$ cat config.mk
export PLATFORM = sky130hd
export DESIGN_NAME = delimited_line_tokenizer_core
export DESIGN_NICKNAME = d
export VERILOG_FILES = /design/src/hw/rtl/dlt_pkg.sv /design/src/hw/rtl/dlt_ram.sv /design/src/hw/rtl/dlt_ctrl.sv /design/src/hw/rtl/dlt_datapath.sv /design/src/hw/rtl/delimited_line_tokenizer_core.sv
export SDC_FILE = /design/constraint.sdc
export NUM_CORES = 1
export LEC_CHECK = 0
export BUFFER_PORTS_ARGS = -buffer_cell sky130_fd_sc_hd__buf_2
export CAP_MARGIN = 20
export CORE_ASPECT_RATIO = 1.25
export CORE_MARGIN = 2
export CORE_UTILIZATION = 40
export CTS_CLUSTER_SIZE = 20
export DETAILED_ROUTE_END_ITERATION = 7
export SETUP_SLACK_MARGIN = 0.1
export SYNTH_ARGS = -nofsm -noshare
export SYNTH_HDL_FRONTEND = slang
export SYNTH_SLANG_ARGS = --single-unit
export TNS_END_PERCENT = 100
$ cat constraint.sdc
create_clock -name clk -period 5.9 [get_ports clk]
set_input_delay 1.18 -clock clk [delete_from_list [all_inputs] [get_ports clk]]
set_output_delay 1.18 -clock clk [all_outputs]
set_load 0.05 [all_outputs]
$ cat src/hw/rtl/dlt_pkg.sv
// ============================================================================
// dlt_pkg - shared types and constants for the delimited line tokenizer
// Mode, result kind, error and controller state codes, character constants,
// and the command and status bundles between controller and datapath.
// ============================================================================
package dlt_pkg;

    localparam int MAX_COLUMNS_DEF = 16;
    localparam int BLANK_DEPTH_DEF = 8;

    localparam int CH_W      = 8;
    localparam int KIND_W    = 2;
    localparam int COL_OUT_W = 5;
    localparam int ERR_W     = 2;

    localparam logic [CH_W-1:0] CH_NUL   = 8'h00;
    localparam logic [CH_W-1:0] CH_TAB   = 8'h09;
    localparam logic [CH_W-1:0] CH_SPACE = 8'h20;
    localparam logic [CH_W-1:0] CH_QUOTE = 8'h22;
    localparam logic [CH_W-1:0] CH_COMMA = 8'h2C;
    localparam logic [CH_W-1:0] CH_SEMI  = 8'h3B;

    typedef enum logic [2:0] {
        MODE_START,
        MODE_PLAIN,
        MODE_QUOTED,
        MODE_AFTERQ,
        MODE_SKIP
    } mode_t;

    typedef enum logic [KIND_W-1:0] {
        KIND_BYTE,
        KIND_FIELD_END,
        KIND_ROW_END,
        KIND_ERROR
    } kind_t;

    typedef enum logic [ERR_W-1:0] {
        ERR_NO_QUOTE,
        ERR_NO_SEP,
        ERR_TOO_MANY,
        ERR_BLANK_RUN
    } err_t;

    typedef enum logic [3:0] {
        ST_IDLE,
        ST_DISPATCH,
        ST_BLANKS,
        ST_CONTENT,
        ST_LINE_EOF,
        ST_PAD,
        ST_ROW_END,
        ST_SEP_EOF,
        ST_ERROR
    } state_t;

    // controller -> datapath
    typedef struct packed {
        logic  in_load;
        logic  mode_we;
        mode_t mode_val;
        logic  clear_field;
        logic  clear_row;
        logic  blank_push;
        logic  flush_start;
        logic  flush_step;
        logic  content_set;
        logic  col_inc;
        logic  pad_init;
        logic  pad_inc;
        logic  hdr_set;
        logic  hdr_clear;
        logic  emit;
        kind_t emit_kind;
        err_t  emit_err;
        logic  emit_last;
        logic  val_ram;
        logic  col_pad;
    } ctrl_cmd_t;

    // datapath -> controller
    typedef struct packed {
        mode_t mode;
        logic  is_zero;
        logic  is_quote;
        logic  is_sep;
        logic  is_space;
        logic  is_tab;
        logic  has_content;
        logic  blank_empty;
        logic  blank_full;
        logic  flush_last;
        logic  sep_limit;
        logic  hdr_valid;
        logic  pad_more;
        logic  out_free;
    } dp_status_t;

endpackage

$ cat src/hw/rtl/dlt_ram.sv
// ============================================================================
// dlt_ram - generic single-write, single-read RAM
// One write port, one read port, read data registered.
// ============================================================================
module dlt_ram #(
    parameter int WIDTH = 8,
    parameter int DEPTH = 8,
    localparam int AW   = (DEPTH > 1) ? $clog2(DEPTH) : 1
) (
    input  logic             clk,
    input  logic             we,
    input  logic [AW-1:0]    waddr,
    input  logic [WIDTH-1:0] wdata,
    input  logic [AW-1:0]    raddr,
    output logic [WIDTH-1:0] rdata
);

    logic [WIDTH-1:0] mem [DEPTH];
    logic [WIDTH-1:0] rdata_reg;

    always_ff @(posedge clk)
    begin
        if (we)
        begin
            mem[waddr] <= wdata;
        end
        rdata_reg <= mem[raddr];
    end

    assign rdata = rdata_reg;

endmodule

$ cat src/hw/rtl/dlt_ctrl.sv
// ============================================================================
// dlt_ctrl - tokenizer controller
// Decodes each accepted byte against the parse mode and sequences the
// result transactions (held blanks, field ends, padding, row end, errors).
// ============================================================================
module dlt_ctrl
    import dlt_pkg::*;
(
    input  logic       clk,
    input  logic       rst_n,
    input  logic       item_valid,
    output logic       item_ready,
    input  dp_status_t st,
    output ctrl_cmd_t  cmd
);

    state_t state_reg, state_next;
    err_t   err_reg, err_next;

    always_ff @(posedge clk or negedge rst_n)
    begin
        if (!rst_n)
        begin
            state_reg <= ST_IDLE;
            err_reg   <= ERR_NO_QUOTE;
        end
        else
        begin
            state_reg <= state_next;
            err_reg   <= err_next;
        end
    end

    assign item_ready = (state_reg == ST_IDLE);

    always_comb
    begin
        logic do_line;
        logic do_sep;
        logic do_blank;
        logic do_content;
        logic do_fail;
        err_t fail_code;

        cmd        = '0;
        state_next = state_reg;
        err_next   = err_reg;
        do_line    = 1'b0;
        do_sep     = 1'b0;
        do_blank   = 1'b0;
        do_content = 1'b0;
        do_fail    = 1'b0;
        fail_code  = ERR_NO_QUOTE;

        unique case (state_reg)
            ST_IDLE:
            begin
                if (item_valid)
                begin
                    cmd.in_load = 1'b1;
                    state_next  = ST_DISPATCH;
                end
            end

            ST_DISPATCH:
            begin
                state_next = ST_IDLE;
                unique case (st.mode)
                    MODE_SKIP:
                    begin
                        if (st.is_zero)
                        begin
                            cmd.clear_row = 1'b1;
                        end
                    end
                    MODE_QUOTED:
                    begin
                        if (st.is_zero)
                        begin
                            do_fail   = 1'b1;
                            fail_code = ERR_NO_QUOTE;
                        end
                        else if (st.is_quote)
                        begin
                            cmd.mode_we  = 1'b1;
                            cmd.mode_val = MODE_AFTERQ;
                        end
                        else if (st.is_space || st.is_tab)
                        begin
                            do_blank = 1'b1;
                        end
                        else
                        begin
                            do_content = 1'b1;
                        end
                    end
                    MODE_AFTERQ:
                    begin
                        if (st.is_zero)
                        begin
                            do_line = 1'b1;
                        end
                        else if (st.is_sep)
                        begin
                            do_sep = 1'b1;
                        end
                        else
                        begin
                            do_fail   = 1'b1;
                            fail_code = ERR_NO_SEP;
                        end
                    end
                    default:
                    begin
                        // field start or unquoted
                        if (st.mode == MODE_START && st.is_quote)
                        begin
                            cmd.clear_field = 1'b1;
                            cmd.mode_we     = 1'b1;
                            cmd.mode_val    = MODE_QUOTED;
                        end
                        else
                        begin
                            cmd.mode_we  = 1'b1;
                            cmd.mode_val = MODE_PLAIN;
                            if (st.is_zero)
                            begin
                                do_line = 1'b1;
                            end
                            else if (st.is_sep)
                            begin
                                do_sep = 1'b1;
                            end
                            else if (st.is_space)
                            begin
                                do_blank = 1'b1;
                            end
                            else
                            begin
                                do_content = 1'b1;
                            end
                        end
                    end
                endcase

                if (do_line)
                begin
                    state_next = ST_LINE_EOF;
                end
                if (do_sep)
                begin
                    state_next = ST_SEP_EOF;
                end
                if (do_blank && st.has_content)
                begin
                    if (st.blank_full)
                    begin
                        do_fail   = 1'b1;
                        fail_code = ERR_BLANK_RUN;
                    end
                    else
                    begin
                        cmd.blank_push = 1'b1;
                    end
                end
                if (do_content)
                begin
                    if (!st.blank_empty)
                    begin
                        cmd.flush_start = 1'b1;
                        state_next      = ST_BLANKS;
                    end
                    else if (st.out_free)
                    begin
                        // fast path: lone content byte goes straight out
                        cmd.emit        = 1'b1;
                        cmd.emit_kind   = KIND_BYTE;
                        cmd.emit_last   = 1'b1;
                        cmd.content_set = 1'b1;
                    end
                    else
                    begin
                        state_next = ST_CONTENT;
                    end
                end
                if (do_fail)
                begin
                    err_next   = fail_code;
                    state_next = ST_ERROR;
                end
            end

            ST_BLANKS:
            begin
                if (st.out_free)
                begin
                    cmd.emit       = 1'b1;
                    cmd.emit_kind  = KIND_BYTE;
                    cmd.val_ram    = 1'b1;
                    cmd.flush_step = 1'b1;
                    if (st.flush_last)
                    begin
                        state_next = ST_CONTENT;
                    end
                end
            end

            ST_CONTENT:
            begin
                if (st.out_free)
                begin
                    cmd.emit        = 1'b1;
                    cmd.emit_kind   = KIND_BYTE;
                    cmd.emit_last   = 1'b1;
                    cmd.content_set = 1'b1;
                    state_next      = ST_IDLE;
                end
            end

            ST_LINE_EOF:
            begin
                if (st.out_free)
                begin
                    cmd.emit        = 1'b1;
                    cmd.emit_kind   = KIND_FIELD_END;
                    cmd.clear_field = 1'b1;
                    cmd.pad_init    = 1'b1;
                    state_next      = ST_PAD;
                end
            end

            ST_PAD:
            begin
                if (!st.pad_more)
                begin
                    state_next = ST_ROW_END;
                end
                else if (st.out_free)
                begin
                    cmd.emit      = 1'b1;
                    cmd.emit_kind = KIND_FIELD_END;
                    cmd.col_pad   = 1'b1;
                    cmd.pad_inc   = 1'b1;
                end
            end

            ST_ROW_END:
            begin
                if (st.out_free)
                begin
                    cmd.emit      = 1'b1;
                    cmd.emit_kind = KIND_ROW_END;
                    cmd.col_pad   = 1'b1;
                    cmd.emit_last = 1'b1;
                    cmd.hdr_set   = !st.hdr_valid;
                    cmd.clear_row = 1'b1;
                    state_next    = ST_IDLE;
                end
            end

            ST_SEP_EOF:
            begin
                if (st.out_free)
                begin
                    cmd.emit        = 1'b1;
                    cmd.emit_kind   = KIND_FIELD_END;
                    cmd.emit_last   = !st.sep_limit;
                    cmd.clear_field = 1'b1;
                    if (st.sep_limit)
                    begin
                        err_next   = ERR_TOO_MANY;
                        state_next = ST_ERROR;
                    end
                    else
                    begin
                        cmd.col_inc  = 1'b1;
                        cmd.mode_we  = 1'b1;
                        cmd.mode_val = MODE_START;
                        state_next   = ST_IDLE;
                    end
                end
            end

            ST_ERROR:
            begin
                if (st.out_free)
                begin
                    cmd.emit      = 1'b1;
                    cmd.emit_kind = KIND_ERROR;
                    cmd.emit_err  = err_reg;
                    cmd.emit_last = 1'b1;
                    if (err_reg == ERR_NO_QUOTE)
                    begin
                        // line already over: back to a fresh row
                        cmd.clear_row = 1'b1;
                    end
                    else
                    begin
                        cmd.clear_field = 1'b1;
                        cmd.mode_we     = 1'b1;
                        cmd.mode_val    = MODE_SKIP;
                    end
                    cmd.hdr_clear = (err_reg == ERR_TOO_MANY);
                    state_next    = ST_IDLE;
                end
            end

            default:
            begin
                state_next = ST_IDLE;
            end
        endcase
    end

endmodule

$ cat src/hw/rtl/dlt_datapath.sv
// ============================================================================
// dlt_datapath - tokenizer datapath
// Parse state, held blank store, column and header tracking, and the
// result output register.
// ============================================================================
module dlt_datapath
    import dlt_pkg::*;
#(
    parameter int MAX_COLUMNS = MAX_COLUMNS_DEF,
    parameter int BLANK_DEPTH = BLANK_DEPTH_DEF
) (
    input  logic                 clk,
    input  logic                 rst_n,
    input  logic [CH_W-1:0]      ch,
    input  logic                 result_ready,
    input  ctrl_cmd_t            cmd,
    output dp_status_t           st,
    output logic                 result_valid,
    output logic [KIND_W-1:0]    kind,
    output logic [CH_W-1:0]      value,
    output logic [COL_OUT_W-1:0] column,
    output logic                 is_header,
    output logic [ERR_W-1:0]     err_code,
    output logic                 last
);

    localparam int CW  = $clog2(MAX_COLUMNS + 1);
    localparam int BCW = $clog2(BLANK_DEPTH + 1);
    localparam int AW  = (BLANK_DEPTH > 1) ? $clog2(BLANK_DEPTH) : 1;
    localparam logic [CW:0]    MAX_COL_EXT = (CW + 1)'(MAX_COLUMNS);
    localparam logic [BCW-1:0] DEPTH_B     = BCW'(BLANK_DEPTH);

    logic [CH_W-1:0]      ch_reg;
    logic                 hdr_flag_reg;
    mode_t                mode_reg;
    logic [BCW-1:0]       blank_cnt_reg;
    logic                 has_content_reg;
    logic [CW-1:0]        col_reg;
    logic                 hdr_valid_reg;
    logic [CW-1:0]        hdr_cols_reg;
    logic [CW-1:0]        pad_reg;
    logic [AW-1:0]        rd_idx_reg, rd_idx_next;

    logic                 out_valid_reg;
    kind_t                out_kind_reg;
    logic [CH_W-1:0]      out_value_reg;
    logic [COL_OUT_W-1:0] out_col_reg;
    logic                 out_hdr_reg;
    err_t                 out_err_reg;
    logic                 out_last_reg;

    logic [CH_W-1:0]      ram_rdata;
    logic [CW:0]          col_plus1;
    logic [CW:0]          col_limit;

    // blank store, read port follows the flush index
    always_comb
    begin
        rd_idx_next = rd_idx_reg;
        if (cmd.flush_start)
        begin
            rd_idx_next = '0;
        end
        else if (cmd.flush_step)
        begin
            rd_idx_next = rd_idx_reg + AW'(1);
        end
    end

    dlt_ram #(
        .WIDTH (CH_W),
        .DEPTH (BLANK_DEPTH)
    ) u_blank_ram (
        .clk   (clk),
        .we    (cmd.blank_push),
        .waddr (blank_cnt_reg[AW-1:0]),
        .wdata (ch_reg),
        .raddr (rd_idx_next),
        .rdata (ram_rdata)
    );

    assign col_plus1 = {1'b0, col_reg} + (CW + 1)'(1);
    assign col_limit = hdr_valid_reg ? {1'b0, hdr_cols_reg} : MAX_COL_EXT;

    always_comb
    begin
        st.mode        = mode_reg;
        st.is_zero     = (ch_reg == CH_NUL);
        st.is_quote    = (ch_reg == CH_QUOTE);
        st.is_sep      = (ch_reg == CH_COMMA) || (ch_reg == CH_SEMI) || (ch_reg == CH_TAB);
        st.is_space    = (ch_reg == CH_SPACE);
        st.is_tab      = (ch_reg == CH_TAB);
        st.has_content = has_content_reg;
        st.blank_empty = (blank_cnt_reg == '0);
        st.blank_full  = (blank_cnt_reg >= DEPTH_B);
        st.flush_last  = ((BCW'(rd_idx_reg) + BCW'(1)) == blank_cnt_reg);
        st.sep_limit   = (col_plus1 >= col_limit);
        st.hdr_valid   = hdr_valid_reg;
        st.pad_more    = (pad_reg < hdr_cols_reg);
        st.out_free    = !out_valid_reg || result_ready;
    end

    always_ff @(posedge clk)
    begin
        if (cmd.in_load)
        begin
            ch_reg       <= ch;
            hdr_flag_reg <= !hdr_valid_reg;
        end
    end

    always_ff @(posedge clk or negedge rst_n)
    begin
        if (!rst_n)
        begin
            mode_reg        <= MODE_START;
            blank_cnt_reg   <= '0;
            has_content_reg <= 1'b0;
            col_reg         <= '0;
            hdr_valid_reg   <= 1'b0;
            hdr_cols_reg    <= '0;
            pad_reg         <= '0;
            rd_idx_reg      <= '0;
            out_valid_reg   <= 1'b0;
        end
        else
        begin
            rd_idx_reg <= rd_idx_next;

            if (cmd.clear_row)
            begin
                mode_reg <= MODE_START;
            end
            else if (cmd.mode_we)
            begin
                mode_reg <= cmd.mode_val;
            end

            if (cmd.clear_field || cmd.clear_row || cmd.content_set)
            begin
                blank_cnt_reg <= '0;
            end
            else if (cmd.blank_push)
            begin
                blank_cnt_reg <= blank_cnt_reg + BCW'(1);
            end

            if (cmd.clear_field || cmd.clear_row)
            begin
                has_content_reg <= 1'b0;
            end
            else if (cmd.content_set)
            begin
                has_content_reg <= 1'b1;
            end

            if (cmd.clear_row)
            begin
                col_reg <= '0;
            end
            else if (cmd.col_inc)
            begin
                col_reg <= col_reg + CW'(1);
            end

            if (cmd.pad_init)
            begin
                pad_reg <= col_plus1[CW-1:0];
            end
            else if (cmd.pad_inc)
            begin
                pad_reg <= pad_reg + CW'(1);
            end

            if (cmd.hdr_clear)
            begin
                hdr_valid_reg <= 1'b0;
                hdr_cols_reg  <= '0;
            end
            else if (cmd.hdr_set)
            begin
                hdr_valid_reg <= 1'b1;
                hdr_cols_reg  <= pad_reg;
            end

            if (cmd.emit)
            begin
                out_valid_reg <= 1'b1;
            end
            else if (result_ready)
            begin
                out_valid_reg <= 1'b0;
            end
        end
    end

    // result payload
    always_ff @(posedge clk)
    begin
        if (cmd.emit)
        begin
            out_kind_reg  <= cmd.emit_kind;
            out_value_reg <= (cmd.emit_kind == KIND_BYTE) ?
                             (cmd.val_ram ? ram_rdata : ch_reg) : '0;
            out_col_reg   <= COL_OUT_W'(cmd.col_pad ? pad_reg : col_reg);
            out_hdr_reg   <= hdr_flag_reg;
            out_err_reg   <= (cmd.emit_kind == KIND_ERROR) ? cmd.emit_err : ERR_NO_QUOTE;
            out_last_reg  <= cmd.emit_last;
        end
    end

    assign result_valid = out_valid_reg;
    assign kind         = out_kind_reg;
    assign value        = out_value_reg;
    assign column       = out_col_reg;
    assign is_header    = out_hdr_reg;
    assign err_code     = out_err_reg;
    assign last         = out_last_reg;

    a_blank_bound: assert property (@(posedge clk) disable iff (!rst_n)
        blank_cnt_reg <= DEPTH_B)
        else $error("held blank count beyond store depth");

    a_col_bound: assert property (@(posedge clk) disable iff (!rst_n)
        {1'b0, col_reg} < MAX_COL_EXT)
        else $error("column index beyond column limit");

    a_hdr_nonzero: assert property (@(posedge clk) disable iff (!rst_n)
        hdr_valid_reg |-> (hdr_cols_reg != '0))
        else $error("valid header with zero columns");

    a_no_overwrite: assert property (@(posedge clk) disable iff (!rst_n)
        cmd.emit |-> (!out_valid_reg || result_ready))
        else $error("result overwritten before taken");

    a_flush_nonempty: assert property (@(posedge clk) disable iff (!rst_n)
        cmd.flush_step |-> (blank_cnt_reg != '0))
        else $error("flush step with no held blanks");

endmodule

$ cat src/hw/rtl/delimited_line_tokenizer_core.sv
// ============================================================================
// delimited_line_tokenizer_core - CSV-style line tokenizer, top level
// Splits a byte stream of lines into field bytes, field ends, row ends and
// error transactions; pads short rows to the header's column count.
// ============================================================================
// Usage:
//   Input channel (item_valid/item_ready, ch): one byte per transaction, a
//   zero byte closes the line. Output channel (result_valid/result_ready):
//   kind, value, column, is_header, err_code and last; last marks the final
//   result caused by one input byte. A byte may cause no result at all.
//   Timing: a byte is accepted from the idle state and decoded in the next
//   cycle. Held blanks flushed before a content byte go out one blank store
//   read per cycle while the receiver takes them, then the byte itself. A
//   separator issues a field end (and an error on column overflow); an end
//   of line issues a field end, the padded fields and a row end; an error
//   issues one error result. The controller sequences at most one result
//   per cycle and holds while the receiver stalls.
//   The result register decouples the channels: a new byte is taken while a
//   finished result still waits. When the receiver stalls, the controller
//   holds in its current step and stops accepting input once a further
//   result has to be issued.
//   Reset: parse mode returns to field start, no header is held, counters
//   clear and no result is pending. No clearing pass is needed.
// ============================================================================
module delimited_line_tokenizer_core
    import dlt_pkg::*;
#(
    parameter int MAX_COLUMNS = MAX_COLUMNS_DEF,
    parameter int BLANK_DEPTH = BLANK_DEPTH_DEF
) (
    input  logic                 clk,
    input  logic                 rst_n,
    input  logic                 item_valid,
    output logic                 item_ready,
    input  logic [CH_W-1:0]      ch,
    output logic                 result_valid,
    input  logic                 result_ready,
    output logic [KIND_W-1:0]    kind,
    output logic [CH_W-1:0]      value,
    output logic [COL_OUT_W-1:0] column,
    output logic                 is_header,
    output logic [ERR_W-1:0]     err_code,
    output logic                 last
);

    ctrl_cmd_t  cmd;
    dp_status_t st;

    // sequencing: decode of each byte and the order of result transactions
    dlt_ctrl u_ctrl (
        .clk        (clk),
        .rst_n      (rst_n),
        .item_valid (item_valid),
        .item_ready (item_ready),
        .st         (st),
        .cmd        (cmd)
    );

    // parse state, blank store, header tracking and output register
    dlt_datapath #(
        .MAX_COLUMNS (MAX_COLUMNS),
        .BLANK_DEPTH (BLANK_DEPTH)
    ) u_datapath (
        .clk          (clk),
        .rst_n        (rst_n),
        .ch           (ch),
        .result_ready (result_ready),
        .cmd          (cmd),
        .st           (st),
        .result_valid (result_valid),
        .kind         (kind),
        .value        (value),
        .column       (column),
        .is_header    (is_header),
        .err_code     (err_code),
        .last         (last)
    );

endmodule

==> impl_results.md <==
- Area grow syn2layout: 13.8%
- Syn Nets: 617
- Syn. warnings: 0
- Register Area: between 3000 and 4000 sq um
- Clock Skew: 0.0123 ns
- Wire per inst: roughly 19 um
- Core area: ~17000 sq um
- PwrDens: approximately 540 nW/um^2
- Minimum clock period: around 3.4 ns
- Largest net degree at the start of global routing: 42
- Crit path cell chain: ha_1 -> a21oi_1 -> o21ai_0 -> a211oi_1 -> o21ai_0 -> a21oi_1 -> a311o_1 -> buf_6
- Via count: between 4000 and 5000
- Status: complete, no violations
- RSZ-0062 raised after global routing: false
- Die area: approximately 18000 sq um
- Relative slew slack: 0.349
- Slew Viols, Final: 0
- Clock Tree Buf Depth: 2
- Final hold violation count: 0
- Critical Path Max Stage Delay: between 0.5 and 0.6 ns
- Syn avg cell area: between 10 and 15 sq um
- Clock root buffer: clkbuf_16
- Port Buffers: 32
- Synth Flop Type: edfxtp_1
- Data required time at the worst endpoint: ~6.0 ns
- Vias in the first global route: between 4000 and 5000
- Drt total wl: about 16000 um
- Mapped cell area: between 6000 and 7000 sq um
- Pre-antenna DRT Iters: 5
- Cell area after layout: 7810 sq um
- Post-synth top area share: 0.403
- Layout fillers: approximately 1500
- Max_cap viols: 0
- Critical path endpoint: u_datapath.column[2]
- Placed Area: 7180 sq um
- Overflow after GRT: 0
- # diodes: 0
- Non-filler cells, final: roughly 850
- Largest register by flop count: u_datapath.u_blank_ram.mem
- Post-synth EDFFs: between 90 and 100
- Min-delay worst type: reg -> reg
- H-tree depth: 4
- DRC: 0
- Max FFs per register: 64
- Period utilization: 0.570
- Cts hold-fix bufs: 0
- Origin of the critical flop-to-flop path: u_datapath.pad_reg[2]
- GPL Wtd Cong: 0.845
- Net count, final: ~640
- First-pass GRT wire length: approximately 26000 um
- Reg2reg end: u_datapath.column[2]
- Skew-Pair Late Insertion Delay: 0.43 ns
- Peak VDD IR: ~0.19 mV
- CP startpoint: u_datapath.pad_reg[2]
- Top cells by area, synth: edfxtp_1, dfrtp_1, mux2i_1
- CP Launch Type: flop
- Reg clk slew, reported paths: roughly 0.060 ns
- Post-detail-place hpwl: ~11000 um
- Final TNS setup: 0 ns
- Fraction of layout cells with a size suffix above 1: 0.166
- Placed Cells: roughly 820
- Synth top cells by count: edfxtp_1, nand2_1, a21oi_1
- Num Clock Sinks: ~130
- Critical path class: reg -> reg
- DR iter-0 viols: 339
- Via-to-Cell Ratio: roughly 5.6
- Mapped Cells: 591
- Initial antenna violation count: 0
- Critical path endpoint category: flop
- Sequential-to-total area share from yosys stat: 0.550
- Antenna viol nets, final: 0
- Worst EP arrival: about 3.5 ns
- Die Wd: approximately 120 um
- Num CTS Buffers: 17
- Post-CTS Resized: 0
- Share of flip-flops with an asynchronous set or reset: 0.254
- Post-synth cell types: 75
- GRT Total Usage: 0.187
- R2R Setup Slk: between 2 and 3 ns
- Leak: between 2 and 3 nW
- Top-Level Pins: 33
- Register-to-Register Path Depth: 8
- Slowest cell on crit path: a21oi_1
- CTS tree: done
- Cell taking the most area after synthesis: edfxtp_1
- Final setup vio count: 0
- Max Fanout on Critical Path: 10
- Initial core utilization: 0.407
- Setup Fix Bufs, Post-CTS: 0
- Std cell rows: between 50 and 60
- Maximum clock rate: between 200 and 300 MHz
- Register bit total from synthesis: 134
- Power Total: 4.18 mW
- Die Span Y: roughly 150 um
- Area occupied by multi-input gates: ~2900 sq um
- Worst Max-Slew Pin Slew: roughly 0.97 ns
- Most common cell in the synthesized netlist: edfxtp_1
-- layout by cell type (no fill, tap or decap), types with 14 or more instances in the layout --
master	instances
a21oi_1	43
buf_2	32
clkbuf_16	17
dfrtp_1	33
edfxtp_1	92
ha_1	14
inv_1	15
mux2i_1	26
nand2_1	48
nor2_1	37
nor2b_1	14
nor3_1	33
o21ai_0	17
-- per-layer routing --
| layer | global-route usage | vias to the layer above | wire [um] |
|---|---|---|---|
| met1 | 0.238 | 2311 | 6950 |
| li1 | - | 2315 | - |
| met4 | 0.0833 | 0 | 427 |
| met3 | 0.0432 | 28 | 797 |
| met2 | 0.305 | 133 | 7760 |
| met5 | 0 | - | 0 |
-- worst min-delay path by stage --
stage	start	cells past startpoint	end
final	u_datapath.hdr_flag_reg	0	u_datapath.is_header
after global placement	u_datapath.hdr_flag_reg	0	u_datapath.is_header
after detailed placement	u_datapath.hdr_flag_reg	0	u_datapath.is_header
after CTS	u_datapath.hdr_flag_reg	0	u_datapath.is_header
after global routing	u_datapath.hdr_flag_reg	0	u_datapath.is_header
after floorplan	u_datapath.hdr_flag_reg	0	u_datapath.is_header
-- metrics by stage --
stage           util  worst slack (ns)  hold slack, ns
2_1_floorplan      -              2.44           0.400
3_3_place_gp   0.426              2.15           0.416
3_5_place_dp   0.426              2.05           0.426
4_1_cts        0.462              2.29           0.441
5_1_grt        0.464              2.24           0.447
6_report       0.464              2.54           0.438
-- logic make-up (layout without fill, tap and decap cells) --
family | after synthesis | after routing | share of synthesized area
muxes | 31 | 31 | 0.0461
buffers and inverters | 46 | 86 | 0.0308
adders and majority gates | 14 | 14 | 0.0255
DFF | 134 | 134 | 0.550
xor gates and xnor gates | 14 | 14 | 0.0179
and+or+nand+nor | 205 | 205 | 0.157
AOI/OAI and AO/OA | 147 | 147 | 0.172
-- area by class of cell --
cell class                 count  area share
inverter                      15     0.00721
multi-input combinational    411       0.369
sequential                   134       0.483
timing repair buffer          39      0.0277
clock inverter                13      0.0202
clock buffer                  19      0.0567
tap                          220      0.0353
-- power by group --
group	switching, mW	internal [mW]	total [mW]
Sequential	0.227	1.27	1.50
Combinational	1.05	0.549	1.60
Clock	0.431	0.648	1.08
-- critical path: cells and delay by family (launching register included) --
family,cells,cell delay (ns)
buf+inv,1,0.24
flops,1,0.44
compound gates,6,2.05
fa+ha+maj,1,0.34
Note: power is estimated with default switching activity, not from simulation.
